### src/spm_pkg.sv
`default_nettype none
package spm_pkg;

  // Fixed-point format of the averages and of the octave value.
  localparam int unsigned AVG_FRAC = 16;
  localparam int unsigned KNOB_BITS = 12;
  localparam int unsigned EXP_DEPTH = 64;
  localparam int unsigned EXP_IDX_BITS = $clog2(EXP_DEPTH);

  localparam logic [KNOB_BITS-1:0] KNOB_MAX = 12'd4095;
  // floor(2^42 / 4095): reciprocal used for the divide by the knob full scale.
  localparam logic [30:0] KNOB_RECIP = 31'd1074004032;
  localparam int unsigned RECIP_SHIFT = 42;
  localparam logic [18:0] OCT_QUARTER = 19'd16384;
  localparam logic [16:0] RATIO_NEAR = 17'd121242;
  localparam logic [16:0] RATIO_SPAN = 17'd85197;
  localparam logic [10:0] BASE_UNITS = 11'd1760;
  localparam logic [7:0] STATUS_INVALID = 8'd4;
  localparam logic [12:0] RANGE_RESET = 13'd250;
  localparam logic [4:0] DIV_STEPS_M1 = 5'd16;

  // Register indexes of the configuration port.
  localparam logic [2:0] CFG_KNOB_SMOOTHING = 3'd0;
  localparam logic [2:0] CFG_RANGE_SMOOTHING = 3'd1;
  localparam logic [2:0] CFG_NEAR_LIMIT = 3'd2;
  localparam logic [2:0] CFG_FAR_LIMIT = 3'd3;
  localparam logic [2:0] CFG_LOW_TONE = 3'd4;
  localparam logic [2:0] CFG_HIGH_TONE = 3'd5;

  typedef struct packed {
    logic [11:0] knob_sample;
    logic [12:0] range_mm;
    logic [7:0]  range_status;
  } spm_in_t;

  typedef struct packed {
    logic [15:0] tone_freq;
    logic [12:0] held_range_mm;
  } spm_out_t;

  typedef struct packed {
    logic [15:0] knob_smoothing;
    logic [15:0] range_smoothing;
    logic [12:0] near_limit_mm;
    logic [12:0] far_limit_mm;
    logic [15:0] low_tone_limit;
    logic [15:0] high_tone_limit;
  } spm_cfg_t;

  typedef struct packed {
    logic load;
    logic smooth;
    logic avg;
    logic prep;
    logic oct;
    logic interp;
    logic mant;
    logic div_step;
    logic ratio;
    logic prod;
    logic finish;
  } spm_cmd_t;

  typedef struct packed {
    logic div_last;
    logic out_free;
  } spm_sts_t;

  typedef enum logic [3:0] {
    ST_IDLE,
    ST_SMOOTH,
    ST_AVG,
    ST_PREP,
    ST_OCT,
    ST_INTERP,
    ST_MANT,
    ST_DIV,
    ST_RATIO,
    ST_PROD,
    ST_FINISH
  } spm_state_e;

  typedef logic [EXP_DEPTH:0][31:0] exp_tab_t;

  // Truncated Q1.30 power r^EXP_DEPTH, saturated just above 2^32.
  function automatic logic [63:0] pow_q30(logic [63:0] r);
    logic [63:0] acc;
    logic        sat;
    acc = 64'd1 << 30;
    sat = 1'b0;
    for (int i = 0; i < EXP_DEPTH; i++) begin
      if (!sat) begin
        acc = (acc * r) >> 30;
        if (acc > (64'd1 << 32)) begin
          acc = (64'd1 << 32) + 64'd1;
          sat = 1'b1;
        end
      end
    end
    return acc;
  endfunction

  // Fraction table of 2^(i/EXP_DEPTH) in Q2.30, built at elaboration.
  function automatic exp_tab_t build_exp_table();
    logic [63:0] lo;
    logic [63:0] hi;
    logic [63:0] mid;
    logic [63:0] acc;
    exp_tab_t    tab;
    lo = 64'd1 << 30;
    hi = 64'd1 << 31;
    for (int it = 0; it < 40; it++) begin
      if (lo < hi) begin
        mid = lo + ((hi - lo + 64'd1) >> 1);
        if (pow_q30(mid) <= (64'd1 << 31)) lo = mid;
        else hi = mid - 64'd1;
      end
    end
    acc = 64'd1 << 30;
    tab[0] = acc[31:0];
    for (int i = 1; i <= EXP_DEPTH; i++) begin
      acc = (acc * lo) >> 30;
      tab[i] = acc[31:0];
    end
    tab[EXP_DEPTH] = 32'h8000_0000;
    return tab;
  endfunction

  localparam exp_tab_t EXP_TABLE = build_exp_table();

endpackage
`default_nettype wire

### src/spm_cfg_regs.sv
`default_nettype none
module spm_cfg_regs (
  input  wire logic               clk_i,
  input  wire logic               rst_ni,
  input  wire logic               cfg_valid_i,
  input  wire logic [2:0]         cfg_index_i,
  input  wire logic [15:0]        cfg_data_i,
  output spm_pkg::spm_cfg_t       cfg_o
);

  spm_pkg::spm_cfg_t cfg_q;
  spm_pkg::spm_cfg_t cfg_d;

  // Decode one register write; unknown indexes leave everything alone.
  always_comb begin
    cfg_d = cfg_q;
    if (cfg_valid_i) begin
      case (cfg_index_i)
        spm_pkg::CFG_KNOB_SMOOTHING:  cfg_d.knob_smoothing = cfg_data_i;
        spm_pkg::CFG_RANGE_SMOOTHING: cfg_d.range_smoothing = cfg_data_i;
        spm_pkg::CFG_NEAR_LIMIT:      cfg_d.near_limit_mm = cfg_data_i[12:0];
        spm_pkg::CFG_FAR_LIMIT:       cfg_d.far_limit_mm = cfg_data_i[12:0];
        spm_pkg::CFG_LOW_TONE:        cfg_d.low_tone_limit = cfg_data_i;
        spm_pkg::CFG_HIGH_TONE:       cfg_d.high_tone_limit = cfg_data_i;
        default:                      cfg_d = cfg_q;
      endcase
    end
  end

  always_ff @(posedge clk_i or negedge rst_ni) begin
    if (!rst_ni) begin
      cfg_q.knob_smoothing <= 16'd7864;
      cfg_q.range_smoothing <= 16'd11796;
      cfg_q.near_limit_mm <= 13'd40;
      cfg_q.far_limit_mm <= 13'd600;
      cfg_q.low_tone_limit <= 16'd1440;
      cfg_q.high_tone_limit <= 16'd41600;
    end else begin
      cfg_q <= cfg_d;
    end
  end

  assign cfg_o = cfg_q;

endmodule
`default_nettype wire

### config.mk
export PLATFORM = sky130hd
export DESIGN_NAME = spm_cfg_regs
export DESIGN_NICKNAME = d
export VERILOG_FILES = /design/src/spm_pkg.sv /design/src/spm_cfg_regs.sv
export SDC_FILE = /design/constraint.sdc
export NUM_CORES = 1
export LEC_CHECK = 0
export BUFFER_PORTS_ARGS = -buffer_cell sky130_fd_sc_hd__buf_2
export CORE_MARGIN = 2
export CORE_UTILIZATION = 45
export DETAILED_ROUTE_END_ITERATION = 6
export PLACE_DENSITY = 0.76
export SLEW_MARGIN = 20
export SYNTH_ARGS = -nofsm -noshare
export SYNTH_HDL_FRONTEND = slang
export SYNTH_SLANG_ARGS = --single-unit
### constraint.sdc
create_clock -name clk_i -period 1.82 [get_ports clk_i]
set_clock_uncertainty 0.05 [all_clocks]
set_input_delay 0.182 -clock clk_i [delete_from_list [all_inputs] [get_ports clk_i]]
set_output_delay 0.182 -clock clk_i [all_outputs]
set_load 0.02 [all_outputs]
# Yosys cells after proc, flatten, opt, wreduce, memory -nomap -nowiden
# Cells that the tools add are included.
# word_totals
wordCells,18
output_inout_bits,90
ff_bits,90
# op_classes
eq_ne,5
reduce_logical,7
# op_table
op,n
$reduce_and A2 Y1,6
$eq A3 B2 Y1 const B,2
$eq A3 B3 Y1 const B,2
$eq A3 B1 Y1 const B,1
$logic_not A3 Y1,1

# Longest topological paths before layout
# logic_depth
ltp_word,2
mapped_depth,4

# Worst setup path after synthesis
# OpenSTA, ideal clock, no wires.
# synth_path
path_kind,input to register
start,input port cfg_index_i[1]
end,register cfg_q (netlist bit cfg_o[74])
stages,3
required_ns,1.645
setup_slack_ns,0.503
path_buffers,1
setup_ns,0.125
arrival_time_ns,1.142
path_cell_list,nor4b_4 -> buf_6 -> mux2_2
# synth_between
elab_chain_len,2
# synth_rtl
element,line,source
"start, declared",spm_cfg_regs.sv:6,"input wire logic [2:0] cfg_index_i,"
$logic_not A3 Y1,spm_cfg_regs.sv:18,case (cfg_index_i)
$reduce_and A2 Y1 (no line),-,
"end signal, assigned",spm_cfg_regs.sv:39,cfg_q <= cfg_d;
"end, declared",spm_cfg_regs.sv:11,spm_pkg::spm_cfg_t cfg_q;
# No other way between the ends.
# A chain may end at the register's enable or synchronous reset.

# Worst setup path after layout
# layout_path
start,register cfg_q (netlist bit cfg_o[62])
end,output port cfg_o[62] in the netlist's numbering
# layout_rtl
element,line,source
"end, declared",spm_cfg_regs.sv:8,output spm_pkg::spm_cfg_t cfg_o
# No word-level cell between the ends.

==> impl_metrics.toml <==
[placement]
dpl.hpwl_um = 4930
dpl_worst_slack_ps = 199
dp.cells = 403
io_buffers = 111
gp_congestion = 0.708

[timing]
rsz0062_at_grt = "no"
period_minus_slack_ps = 1280
hold_viol = 0
setup_viol = 0
finalSetupTns_ps = 0
fin_crit_sh_pct = 70.2
report.final.slew_viol_count = 0
whs_ps = 65.4
tightest_slew_ps = 588
max_freq_mhz = 783
relSlewSlack_pct = 60.6
fin_ws_ps = 543

[pwr]
p_switching_w = 0.00184
p_clk_share_pct = 27.3
power.switching_fraction_pct = 30.8
vdd_drop_max_mv = 0.545
powerDensity_nw_per_um2 = 1360
intPower_w = 0.00415
leakagePower_nw = 2.07
combPwrFrac_pct = 26.9
pwr-share-seq_pct = 45.9

[cells_and_area]
largest_reg_flops = 90
area_growth_pct = 27.8
fin_util_pct = 60.1
regArea_um2 = 2290
insertedDiodeCount = 0
drive_gt1_share_pct = 79.1
multi_input_area_um2 = 1110
finish.net_count = 338
nFillCells = 580
final_cells = 420

[yosys]
syn-instance-count = 194
ys_ff_latch = 90
netlist.area_leader.share_pct = 45.0
synthTopCellsByCount = "mux2_2 (88), dfrtp_1 (62), dfstp_2 (28)"
syn_area_um2 = 3450
async_flop_share_pct = 100
synth_cell_types = 12
avgSynthCellArea_um2 = 17.8
synth_edf_count = 0
ys_seq_area_share_pct = 66.3
synth_area_leaders = "dfrtp_1 (45%), mux2_2 (29%), dfstp_2 (21%), buf_6 (1.3%), nor4b_4 (0.69%)"
syn_nets = 216
yosysMostFrequentCell = "mux2_2"
yosysWarnings = 0
synth_top_area_cell = "dfrtp_1"
yosys_most_used_dff = "dfrtp_1"

[route]
wl_um = 7180
wire_per_inst_um = 17.1
dr.pass1.iters = 4
vias_per_cell = 5.05
vias = 2120
initialDrtViolationCount = 47
drc = 0
ant_nets = 0

[worst_hold_path]
holdPathStages = 2
hold_end = "cfg_o[73]"
hp-class = "in -> reg"
min_from = "cfg_data_i[15]"

[global_routing]
overflow = 0
grt_pass1_wl_um = 11500
antenna_found_initial = 0
grt_use_total_pct = 18.1
grt_pass1_vias = 2153
grt_max_degree = 42

[critical_path]
arrival_ps = 1040
cp_slowest_cell = "dfstp_2"
critPathBufInv = 1
timing.critical_path.from = "cfg_o[62]"
crit_fanout = 2
crit_path_start_kind = "flop"
crit_required_ps = 1590
crit_path_cell_trace = "buf_2"
crit_family = "flip-flops"
crit_type = "reg -> out"
r2r-start = "cfg_o[12]"
rr_worst_depth = 1
regToRegSetupSlack_ps = 970
r2r_end = "cfg_o[12]"
endpoint_kind = "output port"
cpPeakStageDelay_ps = 540

[clock_tree]
cts_sinks = 90
htreeDepth = 3
postCtsHoldBufs = 1
cts_tree = "built"
root_buffer = "clkbuf_8"
cts_setup_buffers = 0
cts-buffers-inserted = 9
cts.repair.resized = 0
clkLatencyLatePin_ps = 340
path_clk_slew_ps = 90
clk_path_buf_depth = 2

[die]
start_util_pct = 47.0
die_area_um2 = 8380
die_y_um = 91.5
coreArea_um2 = 7330
rows = 31
pin_count = 112
die_w_um = 91.5

[run_status]
status = "complete, no violations"

[flow_run]
max_cap_violations = 0
==> placed cells by master, fill, tap and decap left out, drive strengths merged <==
cell	instances
buf	118
mux2	90
dfrtp	62
dfstp	28
clkbuf	10
bufinv	3
and4bb	2
nand4b	2
clkinv	2
nor4b	1
nor4bb	1
inv	1
dlygate4sd3	1
==> how the worst max path moves through the flow <==
stage | end | slack, ps | depth (start not counted)
5_1_grt | cfg_o[85] | 480 | 1
3_3_place_gp | cfg_o[10] | 250 | 3
2_1_floorplan | cfg_o[74] | 500 | 3
6_report | cfg_o[62] | 540 | 1
3_5_place_dp | cfg_o[2] | 200 | 3
4_1_cts | cfg_o[85] | 530 | 1
==> metrics by stage <==
step / instance area [µm²] / total power (W)
finish: 4410 / 0.00600
global route: 4410 / 0.00629
CTS: 4410 / 0.00606
detailed placement: 4150 / 0.00442
global placement: 4150 / 0.00437
floorplan: 3450 / 0.00377
==> kinds of logic (layout without fill, tap and decap cells) <==
family	Yosys count	count (layout)	synth area share (%)
buf+inv	8	135	1.89
flops	90	90	66.3
mux	90	90	29.4
simple gates	6	6	2.39
==> power by group through the flow <==
stage	clock, W	combinational, W	sequential (W)
6_report	0.00163	0.00161	0.00275
5_1_grt	0.00176	0.00172	0.00281
4_1_cts	0.00167	0.00164	0.00276
3_5_place_dp	0	0.00163	0.00279
3_3_place_gp	0	0.00160	0.00277
2_1_floorplan	0	0.000422	0.00335
==> layout make-up <==
type	count	area share, %
sequential	90	51.9
tap	99	2.81
clock buffer	10	3.12
timing repair buffer	119	14.4
multi-input combinational	96	25.2
clock inverter	6	2.56
==> routing by layer <==
| layer | track usage [%] | wire length, µm |
|---|---|---|
| met3 | 4.98 | 414 |
| met4 | 6.06 | 81 |
| met1 | 23.0 | 3050 |
| met2 | 29.8 | 3630 |
| met5 | 0 | 0 |
No activity file was read; power rests on OpenSTA's default activity.
