==> src/spm_pkg.sv <==
`default_nettype none
package spm_pkg;

  // Fixed-point format of the averages and of the octave value.
  localparam int unsigned AVG_FRAC = 16;
  localparam int unsigned KNOB_BITS = 12;
  localparam int unsigned EXP_DEPTH = 64;
  localparam int unsigned EXP_IDX_BITS = $clog2(EXP_DEPTH);

  localparam logic [KNOB_BITS-1:0] KNOB_MAX = 12'd4095;
  // floor(2^42 / 4095): reciprocal used for the divide by the knob full scale.
  localparam logic [30:0] KNOB_RECIP = 31'd1074004032;
  localparam int unsigned RECIP_SHIFT = 42;
  localparam logic [18:0] OCT_QUARTER = 19'd16384;
  localparam logic [16:0] RATIO_NEAR = 17'd121242;
  localparam logic [16:0] RATIO_SPAN = 17'd85197;
  localparam logic [10:0] BASE_UNITS = 11'd1760;
  localparam logic [7:0] STATUS_INVALID = 8'd4;
  localparam logic [12:0] RANGE_RESET = 13'd250;
  localparam logic [4:0] DIV_STEPS_M1 = 5'd16;

  // Register indexes of the configuration port.
  localparam logic [2:0] CFG_KNOB_SMOOTHING = 3'd0;
  localparam logic [2:0] CFG_RANGE_SMOOTHING = 3'd1;
  localparam logic [2:0] CFG_NEAR_LIMIT = 3'd2;
  localparam logic [2:0] CFG_FAR_LIMIT = 3'd3;
  localparam logic [2:0] CFG_LOW_TONE = 3'd4;
  localparam logic [2:0] CFG_HIGH_TONE = 3'd5;

  typedef struct packed {
    logic [11:0] knob_sample;
    logic [12:0] range_mm;
    logic [7:0]  range_status;
  } spm_in_t;

  typedef struct packed {
    logic [15:0] tone_freq;
    logic [12:0] held_range_mm;
  } spm_out_t;

  typedef struct packed {
    logic [15:0] knob_smoothing;
    logic [15:0] range_smoothing;
    logic [12:0] near_limit_mm;
    logic [12:0] far_limit_mm;
    logic [15:0] low_tone_limit;
    logic [15:0] high_tone_limit;
  } spm_cfg_t;

  typedef struct packed {
    logic load;
    logic smooth;
    logic avg;
    logic prep;
    logic oct;
    logic interp;
    logic mant;
    logic div_step;
    logic ratio;
    logic prod;
    logic finish;
  } spm_cmd_t;

  typedef struct packed {
    logic div_last;
    logic out_free;
  } spm_sts_t;

  typedef enum logic [3:0] {
    ST_IDLE,
    ST_SMOOTH,
    ST_AVG,
    ST_PREP,
    ST_OCT,
    ST_INTERP,
    ST_MANT,
    ST_DIV,
    ST_RATIO,
    ST_PROD,
    ST_FINISH
  } spm_state_e;

  typedef logic [EXP_DEPTH:0][31:0] exp_tab_t;

  // Truncated Q1.30 power r^EXP_DEPTH, saturated just above 2^32.
  function automatic logic [63:0] pow_q30(logic [63:0] r);
    logic [63:0] acc;
    logic        sat;
    acc = 64'd1 << 30;
    sat = 1'b0;
    for (int i = 0; i < EXP_DEPTH; i++) begin
      if (!sat) begin
        acc = (acc * r) >> 30;
        if (acc > (64'd1 << 32)) begin
          acc = (64'd1 << 32) + 64'd1;
          sat = 1'b1;
        end
      end
    end
    return acc;
  endfunction

  // Fraction table of 2^(i/EXP_DEPTH) in Q2.30, built at elaboration.
  function automatic exp_tab_t build_exp_table();
    logic [63:0] lo;
    logic [63:0] hi;
    logic [63:0] mid;
    logic [63:0] acc;
    exp_tab_t    tab;
    lo = 64'd1 << 30;
    hi = 64'd1 << 31;
    for (int it = 0; it < 40; it++) begin
      if (lo < hi) begin
        mid = lo + ((hi - lo + 64'd1) >> 1);
        if (pow_q30(mid) <= (64'd1 << 31)) lo = mid;
        else hi = mid - 64'd1;
      end
    end
    acc = 64'd1 << 30;
    tab[0] = acc[31:0];
    for (int i = 1; i <= EXP_DEPTH; i++) begin
      acc = (acc * lo) >> 30;
      tab[i] = acc[31:0];
    end
    tab[EXP_DEPTH] = 32'h8000_0000;
    return tab;
  endfunction

  localparam exp_tab_t EXP_TABLE = build_exp_table();

endpackage
`default_nettype wire

==> src/spm_ctrl.sv <==
`default_nettype none
module spm_ctrl (
  input  wire logic         clk_i,
  input  wire logic         rst_ni,
  input  wire logic         in_valid_i,
  output logic              in_stall_o,
  input  spm_pkg::spm_sts_t sts_i,
  output spm_pkg::spm_cmd_t cmd_o
);

  spm_pkg::spm_state_e state_q;
  spm_pkg::spm_state_e state_d;

  always_ff @(posedge clk_i or negedge rst_ni) begin
    if (!rst_ni) begin
      state_q <= spm_pkg::ST_IDLE;
    end else begin
      state_q <= state_d;
    end
  end

  // Walk the datapath through one item, one step per state; the divide state repeats until its last quotient bit.
  always_comb begin
    state_d = state_q;
    cmd_o = '0;
    case (state_q)
      spm_pkg::ST_IDLE: begin
        if (in_valid_i) begin
          cmd_o.load = 1'b1;
          state_d = spm_pkg::ST_SMOOTH;
        end
      end
      spm_pkg::ST_SMOOTH: begin
        cmd_o.smooth = 1'b1;
        state_d = spm_pkg::ST_AVG;
      end
      spm_pkg::ST_AVG: begin
        cmd_o.avg = 1'b1;
        state_d = spm_pkg::ST_PREP;
      end
      spm_pkg::ST_PREP: begin
        cmd_o.prep = 1'b1;
        state_d = spm_pkg::ST_OCT;
      end
      spm_pkg::ST_OCT: begin
        cmd_o.oct = 1'b1;
        state_d = spm_pkg::ST_INTERP;
      end
      spm_pkg::ST_INTERP: begin
        cmd_o.interp = 1'b1;
        state_d = spm_pkg::ST_MANT;
      end
      spm_pkg::ST_MANT: begin
        cmd_o.mant = 1'b1;
        state_d = spm_pkg::ST_DIV;
      end
      spm_pkg::ST_DIV: begin
        cmd_o.div_step = 1'b1;
        if (sts_i.div_last) state_d = spm_pkg::ST_RATIO;
      end
      spm_pkg::ST_RATIO: begin
        cmd_o.ratio = 1'b1;
        state_d = spm_pkg::ST_PROD;
      end
      spm_pkg::ST_PROD: begin
        cmd_o.prod = 1'b1;
        state_d = spm_pkg::ST_FINISH;
      end
      spm_pkg::ST_FINISH: begin
        if (sts_i.out_free) begin
          cmd_o.finish = 1'b1;
          state_d = spm_pkg::ST_IDLE;
        end
      end
      default: begin
        state_d = spm_pkg::ST_IDLE;
      end
    endcase
  end

  assign in_stall_o = (state_q != spm_pkg::ST_IDLE);

endmodule
`default_nettype wire

==> config.mk <==
export PLATFORM = sky130hd
export DESIGN_NAME = spm_ctrl
export DESIGN_NICKNAME = d
export VERILOG_FILES = /design/src/spm_pkg.sv /design/src/spm_ctrl.sv
export SDC_FILE = /design/constraint.sdc
export NUM_CORES = 1
export LEC_CHECK = 0
export ABC_AREA = 1
export ABC_CLOCK_PERIOD_IN_PS = 1800
export BUFFER_PORTS_ARGS = -buffer_cell sky130_fd_sc_hd__buf_2
export CAP_MARGIN = 30
export CELL_PAD_IN_SITES_DETAIL_PLACEMENT = 0
export CELL_PAD_IN_SITES_GLOBAL_PLACEMENT = 1
export CORE_AREA = 2 2 39 41
export CTS_CLUSTER_DIAMETER = 100
export CTS_CLUSTER_SIZE = 24
export DETAILED_ROUTE_END_ITERATION = 10
export DIE_AREA = 0 0 41 43
export GPL_TIMING_DRIVEN = 0
export HOLD_SLACK_MARGIN = 0.05
export PLACE_DENSITY_LB_ADDON = 0.1
export SYNTH_ARGS = -nofsm -noshare
export SYNTH_HDL_FRONTEND = slang
export SYNTH_SLANG_ARGS = --single-unit
==> constraint.sdc <==
create_clock -name clk_i -period 1.8 [get_ports clk_i]
set_input_delay 0 -clock clk_i [delete_from_list [all_inputs] [get_ports clk_i]]
set_output_delay 0 -clock clk_i [all_outputs]
set_load 0.1 [all_outputs]
Word level (Yosys, flattened, before mapping)

Cells that the tools add are included.

$add $sub $neg: 0
$mul: 0
Divide/modulo/power cells: 0
$lt $le $gt $ge: 0
Equality and inequality tests: 13
Shifts and indexed selects: 0
Muxes and demuxes: 17
Bitwise operators: 0
Reduce and logical (&&, ||, !) cells: 3

Operator list:

| cell                                                | count |
|---|---|
| one-hot mux 4 bit (11 select lines)                 | 1 |
| equality test 4 x 3 -> 1 bit, second input constant | 4 |
| 2-to-1 mux 1 bit                                    | 13 |
| equality test 4 bit, second input constant          | 3 |
| 2-to-1 mux 4 bit                                    | 3 |
| equality test 4 x 2 -> 1 bit, second input constant | 2 |
| != test 2 bit, second input constant                | 3 |
| equality test 4 x 1 -> 1 bit, second input constant | 1 |
| logical NOT 4 bit                                   | 1 |
| nonzero test 4 bit                                  | 1 |
| AND reduction 3 bit                                 | 1 |

Register bits after elaboration: 4
Latch bits: 0
Memory bits (writable): 0
Bits in read-only memories: 0
Input port bits: 5
Output and inout bits: 12
Memories kept: 0

Logic depth before layout (Yosys ltp)

Gate-level depths: netlist of the first run.

Depth in word-level cells: 3
Depth in mapped cells: 6

Worst setup path after synthesis of the first run

Ideal clock, no wire load.

Path kind: register to output
Start: register state_q[0]
End: output port cmd_o[0] (netlist bit)
Data arrival time: 3,429 ps
Data required time: 1,800 ps
Path slack: -1,629 ps
Cell stages (with the launch flop): 4
Buffers on the path: 0
Path through: dfrtp_1 nor2_1 inv_1 nor4_1

RTL lines:

| what                     | line           | source |
|---|---|---|
| start: declaration       | spm_ctrl.sv:11 | `spm_pkg::spm_state_e state_q;` |
| start signal: assignment | spm_ctrl.sv:16 | `state_q <= spm_pkg::ST_IDLE;` |
| start signal: assignment | spm_ctrl.sv:18 | `state_q <= state_d;` |
| end: declaration         | spm_ctrl.sv:8  | `output spm_pkg::spm_cmd_t cmd_o` |

==> results of run 1 <==
synthesized netlist by cell type (all sizes together):
library cell / count
nor4: 1
o211ai: 1
dfrtp: 4
inv: 14
nand2: 10
o21ai: 1
nand3: 5
nor2: 13
nand4: 1
a21oi: 1
per-stage QoR:
stage | worst slack [ps] | TNS [ps] | cells | instance area, µm²
final | 176 | 0 | 87 | 482
after global routing | 76.8 | 0 | 87 | 482
after CTS | 152 | 0 | 87 | 482
after detailed placement | 403 | 0 | 83 | 449
after global placement | 397 | 0 | 83 | 449
after floorplan | -190 | -190 | 51 | 349
repair_timing:
action | in CTS | in global routing
hold buffers | 1 | 0
endpoints found under the setup margin | 0 | 0
hold endpoints to repair | 4 | 0
cell type report:
class	instances	area, µm²	area share (%)
clock buffers	3	22.5	4.68
inverters	14	52.6	10.9
multi-input cells	33	196	40.8
flip-flops and latches	4	100	20.8
well taps	16	20.0	4.16
repair buffers	17	90.1	18.7
cell usage in the layout, fill, tap and decap left out:
master	instances
nand4_1	1
nand2_1	10
nor2_1	3
a21oi_1	1
dlygate4sd3_1	1
o21ai_0	1
nor2_2	8
o211ai_1	1
nor2_4	2
buf_2	16
clkbuf_4	3
nor4_4	1
nand3_1	4
nand3_2	1
inv_1	12
inv_2	2
dfrtp_1	4
cells by family (layout without fill, tap and decap cells):
group | Yosys count | in the layout | share of synthesized area (%)
simple gates | 30 | 30 | 44.9
buf+inv | 14 | 34 | 17.0
flops | 4 | 4 | 32.4
compound gates | 3 | 3 | 5.67
routing by layer:
layer	up-vias	GRT usage, %	share of wire, %
met5	-	0	0
li1	193	-	-
met3	0	1.57	7.7
met1	159	14.4	46
met2	12	16.3	46
met4	0	6.00	0
worst max-delay path, cell delays in order, from the launching register on:
cell,delay (ps)
dfrtp_1,450
nor2_1,260
nand2_1,150
nor2_4,110
buf_2,420
path summary, 6_finish.rpt:
check / start / end / slack (ps) / depth (start not counted)
setup / recovery: state_q[2] / cmd_o[10] / 180 / 4
hold / removal: sts_i[1] / state_q[0] / 80 / 4
setup reg to reg: state_q[2] / state_q[3] / 660 / 4
hold reg to reg: state_q[3] / state_q[0] / 680 / 3
max in group asynchronous: rst_ni / state_q[2] / 1580 / 2
min in group asynchronous: rst_ni / state_q[1] / 100 / 2
==> flow_summary_export.csv, run 1 <==
group,metric,value,unit
logic_synthesis,synth_seq_area_share,32.4,%
route,drt_first_pass_iters,2,
clocking,cts_buffer_depth,2,
logic_synthesis,yosysTopAreaCell,"dfrtp_1",
placed_design,port_buffers,16,
global_route,grt_usage,10.9,%
logic_synthesis,synth.net_count,56,
setup_path,crit_path_max_fanout,5,
setup_path,worst_ep_arrival_time,1620,ps
sta,period_needed,1620,ps
min_path,hold_class,"in2reg",
clocking,cts_setup_buffers,0,
finish,utilization,34.8,%
sta,slew_viol_final,0,
sta,setup_violations,0,
finish,fill_cells,162,
sta,hold_violations,0,
floorplan,design.core.area,1380,µm²
logic_synthesis,yosys-top-cells-area,"dfrtp_1 32%, inv_1 15%, nor2_1 13%, nand2_1 12%, nand3_1 6.5%",
clocking,cts_max_level,1,
route,wl,821,µm
finish,syn_to_final_growth,55.9,%
global_route,grt_first_pass_wirelength,1310,µm
setup_path,worstSetupPathType,"reg2out",
logic_synthesis,synth.avg_cell_area,6.06,µm²
floorplan,dieArea,1760,µm²
route,num_vias,364,
finish,antenna_cells,0,
sta,tightest_slew,486,ps
finish,largest-register,"state_q",
placed_design,gp_congestion,0.739,
global_route,gr-total-overflow,0,
route,antenna_left,0,
setup_path,cp.required,1800,ps
logic_synthesis,yosys_warnings,0,
global_route,grt_max_degree,7,
logic_synthesis,syn_inst,51,
sta,fin_hold_ws,79.9,ps
clocking,clk_pin_slew,40,ps
sta,rsz0062_at_grt,"no",
clocking,cts_tree,"yes",
finish,reg_top3,"state_q x4",
sta,fin_skew,3.09,ps
finish,fin_nets,78,
clocking,clk_latency,230,ps
global_route,grt_pass1_vias,331,
route,drc,0,
sta,fmax,616,MHz
floorplan,die_y,43,µm
outcome,status,"finished clean",
floorplan,rows,14,
floorplan,initial_core_util,22.3,%
logic_synthesis,synth_top_cell_area_share,32.4,%
setup_path,cp-start-kind,"flip-flop",
sta,layout_worst_path_cycle_share,90.2,%
logic_synthesis,synth_area,309,µm²
job,cap_viol_max_count,0,
route,viasPerCell,4.18,
clocking,cts_made_buffers,3,
finish,drive_gt1_share,46.5,%
sta,maxSlewHeadroom,67.8,%
floorplan,fp.dieW,41,µm
clocking,cts-root-buf,"clkbuf_4",
logic_synthesis,yosys.cell_types.count,14,
route,wl_per_cell,9.44,µm
global_route,antenna_found_initial,0,
logic_synthesis,ys_ff_latch,4,
route,drt_iter0_markers,2,
placed_design,dp_hpwl,709,µm
floorplan,io_pins,17,
clocking,cts_sinks,4,
setup_path,cp-end-kind,"primary output",
clocking,post_cts_resized,0,
finish,largest_reg_flops,4,
Power of run 1 is left out: the tool's default activity adds up to more than one toggle a clock period on the data nets, which glitch-free logic cannot reach.
==> run 2, diff against run 1 <==
Settings changed: ABC_CLOCK_PERIOD_IN_PS 1800 to 1700.
Clock period 1.8 ns to 1.7 ns, I/O delays scaled along.
==> flow_summary_export.csv, run 2 (synthesis gave the netlist of run 1 again) <==
group,metric,value,unit
floorplan,design.core.area,1380,µm²
clocking,cts_setup_buffers,0,
floorplan,dieArea,1760,µm²
clocking,cts_max_level,1,
min_path,hold_class,"in2reg",
global_route,grt_pass1_vias,331,
sta,setup_violations,0,
sta,fin_hold_ws,79.9,ps
finish,reg_top3,"state_q x4",
finish,layout_commonest_cell,"buf_2",
clocking,clk_latency,230,ps
clocking,cts-root-buf,"clkbuf_4",
setup_path,worstSetupPathType,"reg2out",
route,drt_first_pass_iters,2,
placed_design,dp_hpwl,709,µm
clocking,cts_tree,"yes",
route,wl,821,µm
setup_path,critPathBufInv,2,
finish,seqCellArea,100,µm²
setup_path,cp-end-kind,"primary output",
setup_path,critPathTopFamily,"buffers and inverters",
sta,fin_skew,3.09,ps
floorplan,fp.dieW,41,µm
outcome,status,"finished clean",
route,drt_iter0_markers,2,
floorplan,rows,14,
route,num_vias,364,
finish,largest-register,"state_q",
route,antenna_left,0,
sta,hold_violations,0,
finish,final_cell_mix,"15 x buf_2, 12 x inv_1, 10 x nand2_1",
global_route,grt_usage,10.9,%
clocking,cts_made_buffers,3,
setup_path,crit_chain,"nor2_1 > inv_1 > nor2_2 > buf_2",
global_route,grt_first_pass_wirelength,1310,µm
clocking,cts_sinks,4,
setup_path,worst_ep_arrival_time,1590,ps
setup_path,crit_path_max_incr_delay,450,ps
setup_path,cp-start-kind,"flip-flop",
floorplan,io_pins,17,
sta,tightest_slew,486,ps
finish,syn_to_final_growth,56.7,%
sta,slew_viol_final,0,
floorplan,initial_core_util,22.3,%
placed_design,port_buffers,16,
finish,fill_cells,161,
finish,fin_nets,78,
setup_path,cp.required,1700,ps
route,wl_per_cell,9.44,µm
route,viasPerCell,4.18,
clocking,clk_pin_slew,40,ps
finish,largest_reg_flops,4,
global_route,gr-total-overflow,0,
setup_path,crit_path_max_fanout,5,
global_route,grt_max_degree,7,
sta,period_needed,1590,ps
sta,maxSlewHeadroom,67.8,%
setup_path,slowest_stage,"dfrtp_1",
sta,rsz0062_at_grt,"no",
job,cap_viol_max_count,0,
finish,multi_input_comb_area,196,µm²
placed_design,gp_congestion,0.739,
sta,fmax,630,MHz
clocking,cts_buffer_depth,2,
finish,drive_gt1_share,46.5,%
global_route,antenna_found_initial,0,
floorplan,die_y,43,µm
sta,layout_worst_path_cycle_share,93.3,%
route,drc,0,
finish,antenna_cells,0,
-- run 2: final timing paths --
| kind | startpoint | end | slack [ps] | cells after the start |
|---|---|---|---|---|
| setup / recovery | state_q[2] | cmd_o[8] | 110 | 4 |
| hold / removal | sts_i[1] | state_q[0] | 80 | 4 |
| min in group asynchronous | rst_ni | state_q[1] | 100 | 2 |
| max in group asynchronous | rst_ni | state_q[2] | 1480 | 2 |
| setup reg to reg | state_q[2] | state_q[3] | 560 | 4 |
| hold reg to reg | state_q[3] | state_q[0] | 680 | 3 |
-- run 2: layout make-up --
cell class                      instances  area share [%]
Clock buffer                            3            4.65
Timing Repair Buffer                   17            19.1
Multi-Input combinational cell         33            40.6
Tap cell                               16            4.13
Inverter                               14            10.9
Sequential cell                         4            20.7
-- run 2: worst reg2reg max path, cell delays in order (launching register included) --
cell and delay (ps):
dfrtp_1 450, nor2_1 260, nand3_1 150, nand4_1 110
nand2_1 50
-- run 2: per-layer routing --
metal	vias to the layer above	global-route usage, %	wire [µm]
met1	159	14.4	380
met2	12	16.3	377
met5	-	0	0
li1	193	-	-
met4	0	6.00	0
met3	0	1.57	63
-- run 2: per-stage QoR --
step	std cells	util, %	setup slack [ps]	instance area (µm²)	setup TNS (ps)
after global placement	83	32.5	297	449	0
final	87	35.0	114	484	0
after floorplan	51	-	-290	349	-290
after global routing	87	35.0	6.83	484	0
after CTS	87	34.8	52.1	482	0
after detailed placement	83	32.5	303	449	0
-- run 2: repair_timing --
item | in CTS | in global routing
hold buffers | 1 | 0
hold endpoints to repair | 4 | 0
resized for setup | 0 | 1
setup endpoints to repair | 0 | 1
Power of run 2 is left out for the same reason.
